File: src/crc8fc_pkg.sv
`default_nettype none

package crc8fc_pkg;

    localparam logic [7:0] CRC_POLY     = 8'hB7;
    localparam logic [7:0] CRC_INIT     = 8'hFF;
    localparam logic [7:0] FRAME_HEADER = 8'hA5;
    localparam logic [7:0] LEN_MIN      = 8'd2;

    typedef enum logic [1:0] {
        PH_HEADER = 2'd0,
        PH_LENGTH = 2'd1,
        PH_BODY   = 2'd2,
        PH_CHECK  = 2'd3
    } phase_t;

    typedef enum logic [1:0] {
        ST_OK     = 2'd0,
        ST_BADHDR = 2'd1,
        ST_BADCRC = 2'd2,
        ST_BADLEN = 2'd3
    } status_t;

    typedef struct packed {
        logic [7:0] crc;
        status_t    status;
    } result_t;

    // one byte through the crc, msb first, unrolled
    function automatic logic [7:0] crc8_byte(input logic [7:0] crc, input logic [7:0] b);
        logic [7:0] c;
        c = crc ^ b;
        for (int i = 0; i < 8; i++)
        begin
            c = c[7] ? ({c[6:0], 1'b0} ^ CRC_POLY) : {c[6:0], 1'b0};
        end
        return c;
    endfunction

endpackage

`default_nettype wire

File: src/crc8fc_result_reg.sv
`default_nettype none

module crc8fc_result_reg (
    input  logic                clk,
    input  logic                rst_n,
    input  logic                load,
    input  crc8fc_pkg::result_t load_data,
    output logic                space,
    output logic                m_tvalid,
    input  logic                m_tready,
    output crc8fc_pkg::result_t m_data
);
    import crc8fc_pkg::*;

    logic    valid_reg;
    logic    valid_next;
    result_t data_reg;

    // slot frees up in the same cycle the sink takes the item
    assign space    = !valid_reg || m_tready;
    assign m_tvalid = valid_reg;
    assign m_data   = data_reg;

    always_comb
    begin
        priority if (load)
            valid_next = 1'b1;
        else if (m_tready)
            valid_next = 1'b0;
        else
            valid_next = valid_reg;
    end

    always_ff @(posedge clk or negedge rst_n)
    begin
        if (!rst_n)
            valid_reg <= 1'b0;
        else
            valid_reg <= valid_next;
    end

    always_ff @(posedge clk)
    begin
        if (load)
            data_reg <= load_data;
    end

endmodule

`default_nettype wire

File: config.mk
export PLATFORM = sky130hd
export DESIGN_NAME = crc8fc_result_reg
export DESIGN_NICKNAME = d
export VERILOG_FILES = /design/src/crc8fc_pkg.sv /design/src/crc8fc_result_reg.sv
export SDC_FILE = /design/constraint.sdc
export NUM_CORES = 1
export LEC_CHECK = 0
export BUFFER_PORTS_ARGS = -buffer_cell sky130_fd_sc_hd__buf_2
export CAP_MARGIN = 10
export CELL_PAD_IN_SITES_DETAIL_PLACEMENT = 1
export CELL_PAD_IN_SITES_GLOBAL_PLACEMENT = 1
export CORE_AREA = 5 5 42 44
export CTS_BUF_LIST = sky130_fd_sc_hd__clkbuf_4 sky130_fd_sc_hd__clkbuf_8 sky130_fd_sc_hd__clkbuf_16
export CTS_CLUSTER_SIZE = 20
export DETAILED_ROUTE_END_ITERATION = 12
export DIE_AREA = 0 0 47 49
export PLACE_DENSITY_LB_ADDON = 0.1
export SYNTH_ARGS = -nofsm -noshare
export SYNTH_HDL_FRONTEND = slang
export SYNTH_SLANG_ARGS = --single-unit
File: constraint.sdc
create_clock -name clk -period 1.7 [get_ports clk]
set_clock_uncertainty 0.1 [all_clocks]
set_input_delay 0.255 -clock clk [delete_from_list [all_inputs] [get_ports clk]]
set_output_delay 0.255 -clock clk [all_outputs]
set_load 0.03 [all_outputs]
==> results.md <==
Worst setup path:
- The kind of cell with the highest combined delay along the critical path is flip-flops.
- The critical path launch point type is a flop.
- The critical path start-end classification is reg -> out.
- The cell with the largest stage delay on the worst path is sky130_fd_sc_hd__dfrtp_1.
- In this design, the stage delay of the slowest critical-path cell is 400 ps.
- Walking the worst path, the cells encountered are nand2b_4 > buf_2.
- For the worst setup path, the data arrival time is about 930 ps.
- The endpoint required time on the critical path is 1340 ps.
- Counting both buffers and inverters, the worst setup path holds a total of 1.
- STA classifies the critical path endpoint as a primary output.
- Of all nets on the critical path, the largest fanout is 2.

Power:
- The design draws 0.5998 mW.
- Power spread over the standard cell area amounts to 1125 nW/µm².
- The worst-case IR drop observed on VDD is between 0.0004 and 0.0005 V.
- The leakage power total is 0.2400 nW.

Timing:
- The final count of hold timing violations is 0.
- The setup violation total in the final timing report is 0.
- For the pin with the worst max-slew slack, the measured transition is approximately 230 ps.
- Setup repair after global routing left no endpoint under its margin.
- Dividing the final minimum period by the clock period gives 0.7581.
- In this run the tightest slew margin relative to its limit is 0.8498.
- The max-slew violation count is 0.
- The worst-case hold slack is 69.64 ps.
- Derived from the worst setup path, the maximum achievable clock frequency is between 700 and 800 MHz.
- The clock period minus worst slack is 1289 ps.
- After layout, the worst setup slack is 411.3 ps.
- The accumulated negative setup slack is 0 ps.

Finish:
- 0 antenna diodes ended up in the layout.
- In the final design database the tool counted 58 nets.
- Leaving out fill and tap cells, the most frequent cells in the layout are sky130_fd_sc_hd__buf_2, sky130_fd_sc_hd__edfxtp_1, sky130_fd_sc_hd__clkbuf_4.
- Of the cells placed in the final design, the portion with a size suffix greater than 1 is 0.7209.
- Compared with the post-synthesis result, the final layout area differs by 53.24%.
- The multi-input combinational cells in the finished layout cover a total of 22.52 µm².
- The number of fill cells is 164.
- The total non-filler cell area in the finished layout is roughly 530 µm².
- The most common library cell in the layout ignoring fill and taps is sky130_fd_sc_hd__buf_2.
- The combined flip-flop and latch cell area is 325.3 µm².

Logic synthesis:
- The number of nets in the synthesized netlist is 27.
- The fraction of synthesized area in multiplexers is 0.
- Of the total synthesized cell area, the portion taken by XOR and XNOR cells is 0.
- The simple logic cell fraction of the synthesized area is 0.06475.
- The biggest area consumer among synthesized cells is sky130_fd_sc_hd__edfxtp_1.
- The average instance in the mapped netlist occupies 26.76 µm².
- For this run, the number of Yosys warnings is 0.
- Counting flops and latches in the post-synthesis netlist gives 11.
- After synthesis, the largest family of logic cells by area is simple AND/OR/NAND/NOR gates.
- In this run, distinct cell masters in the synthesized netlist total 4.
- Of the total synthesized cell area, the portion taken by full adders, half adders and majority gates is 0.
- The compound-gate portion of the synthesized area came to 0.
- Sorting the synthesized cells by area gives the leading types as sky130_fd_sc_hd__edfxtp_1, sky130_fd_sc_hd__dfrtp_1, sky130_fd_sc_hd__nand2b_4.
- The portion of the post-synthesis area used by sequential elements is 0.9353.
- The post-synthesis cell area is 347.8 µm².
- The top cell type's share of synthesized area is 0.8633.
- The synthesized netlist cell count is 13.

Placement:
- The placer congestion estimate is approximately 0.56.
- The worst slack after detailed placement is 677.8 ps.
- In this run the cell area measured after placement is between 400 and 500 µm².
- The number of port buffers is 25.

Drt:
- The total detailed-routing wirelength is 713 µm.
- The wire length on met1 is 162 µm.
- The detailed-router iteration count before antenna repair is 2.
- Dividing the detail-routed wire length by the instance count gives 12.08 µm.
- The amount of wire on met3 after detailed routing is approximately 96 µm.
- After the first detailed-routing iteration, the DRC count stood at 3.
- In the detailed route, the total length drawn on met2 is 454 µm.
- The total DRC errors in the routed layout is 0.
- The via count is 223.
- The top layer reached by signal wires is met3.
- Once detail routing completed, the nets flagged for antenna violations numbered 0.
- Using the TritonRoute via totals, the vias-per-cell ratio works out to 3.780.

Floorplan:
- The horizontal extent of the die is around 47 µm.
- For this configuration, the core starts out at a cell density of 0.2482.
- The number of primary I/O pins is 26.
- The die area is 2303 µm².
- The die span in y is 49 µm.
- Row generation in the floorplan step produced 14 rows.
- The floorplan core area is 1401 µm².

Global route:
- In the global route stage, overall resource usage came out at 0.07015.
- Entering global routing, the biggest net connects 12 pins.
- Global routing finished with a remaining overflow of 0.
- The first global-routing pass estimated 1.048 mm of wire.
- The via count of the first global-routing pass was between 200 and 250.
- The number of antenna violations at the first check in global routing came to 0.

CTS:
- The library cell used as clock root buffer is sky130_fd_sc_hd__clkbuf_4.
- Clock latency on the worst-skew pair, taken at its later pin, is 250 ps.
- Buffers inserted during clock tree synthesis total 3.
- Post-CTS timing repair inserted 0 buffers for setup.
- After clock tree synthesis, the clock-pin slew on the worst setup and hold paths is 70 ps.
- CTS built an H-tree with a depth of 1.
- Counting along the longest clock path gives a buffer depth of 2.
- The clock tree from TritonCTS is built.
- CTS saw 11 sinks.

Status:
- The flow ran to the end, and the final reports show no timing, DRC or antenna violations.

Hold path:
- The worst hold path belongs to the class in -> reg.

Flow run:
- The number of max-cap violations is 0.
==> worst paths after layout <==
check                                   from        end  slack, ps  cells past startpoint
worst max-delay path                m_tvalid      space        410                      2
worst min-delay path            load_data[8]  m_data[8]         70                      1
worst max register to register      m_tvalid   m_tvalid        960                      2
worst min register to register      m_tvalid   m_tvalid        430                      2
max in group asynchronous              rst_n   m_tvalid       1220                      2
min in group asynchronous              rst_n   m_tvalid        200                      2
==> logic make-up after synthesis <==
kind of cell	count (synthesis)
flops	11
simple gates	2
==> report_power, final <==
| part | leakage [nW] | internal (mW) | switching [mW] |
|---|---|---|---|
| combinational | 0.113 | 0.0297 | 0.0626 |
| clock | 0.0184 | 0.106 | 0.0773 |
| sequential | 0.109 | 0.318 | 0.00563 |
| total | 0.240 | 0.454 | 0.145 |
==> state kept, by name, indices dropped and copies added, names as in the netlist <==
signal,cells
m_data,10
m_tvalid,1
==> Yosys cell counts <==
| cell | instances |
|---|---|
| sky130_fd_sc_hd__dfrtp_1 | 1 |
| sky130_fd_sc_hd__nand2b_2 | 1 |
| sky130_fd_sc_hd__nand2b_4 | 1 |
| sky130_fd_sc_hd__edfxtp_1 | 10 |
==> cell type report <==
class / instances / share of cell area
Clock buffer: 4 / 0.05634
Multi-Input combinational cell: 2 / 0.04225
Tap cell: 16 / 0.03756
Sequential cell: 11 / 0.6103
Timing Repair Buffer: 26 / 0.2535
==> worst register-to-register path, cell delays in order (launching register included) <==
cell	delay (ps)
sky130_fd_sc_hd__dfrtp_1	400
sky130_fd_sc_hd__nand2b_4	80
sky130_fd_sc_hd__nand2b_2	50
==> per-stage QoR <==
stage,instances,util
floorplan,13,-
global placement,54,0.3518
detailed placement,54,0.3518
CTS,59,0.3804
global route,59,0.3804
finish,59,0.3804
==> routing by layer <==
metal	track usage	vias up
met2	0.1312	13
met5	0	-
met1	0.04630	102
li1	-	108
met3	0.04059	0
met4	0.04147	0
==> repair_timing <==
action	in CTS	in global routing
setup endpoints to repair	0	0
hold buffers	1	0
gates resized for setup	0	0
hold endpoints to repair	1	0
Note: power is estimated with default switching activity, not from simulation.
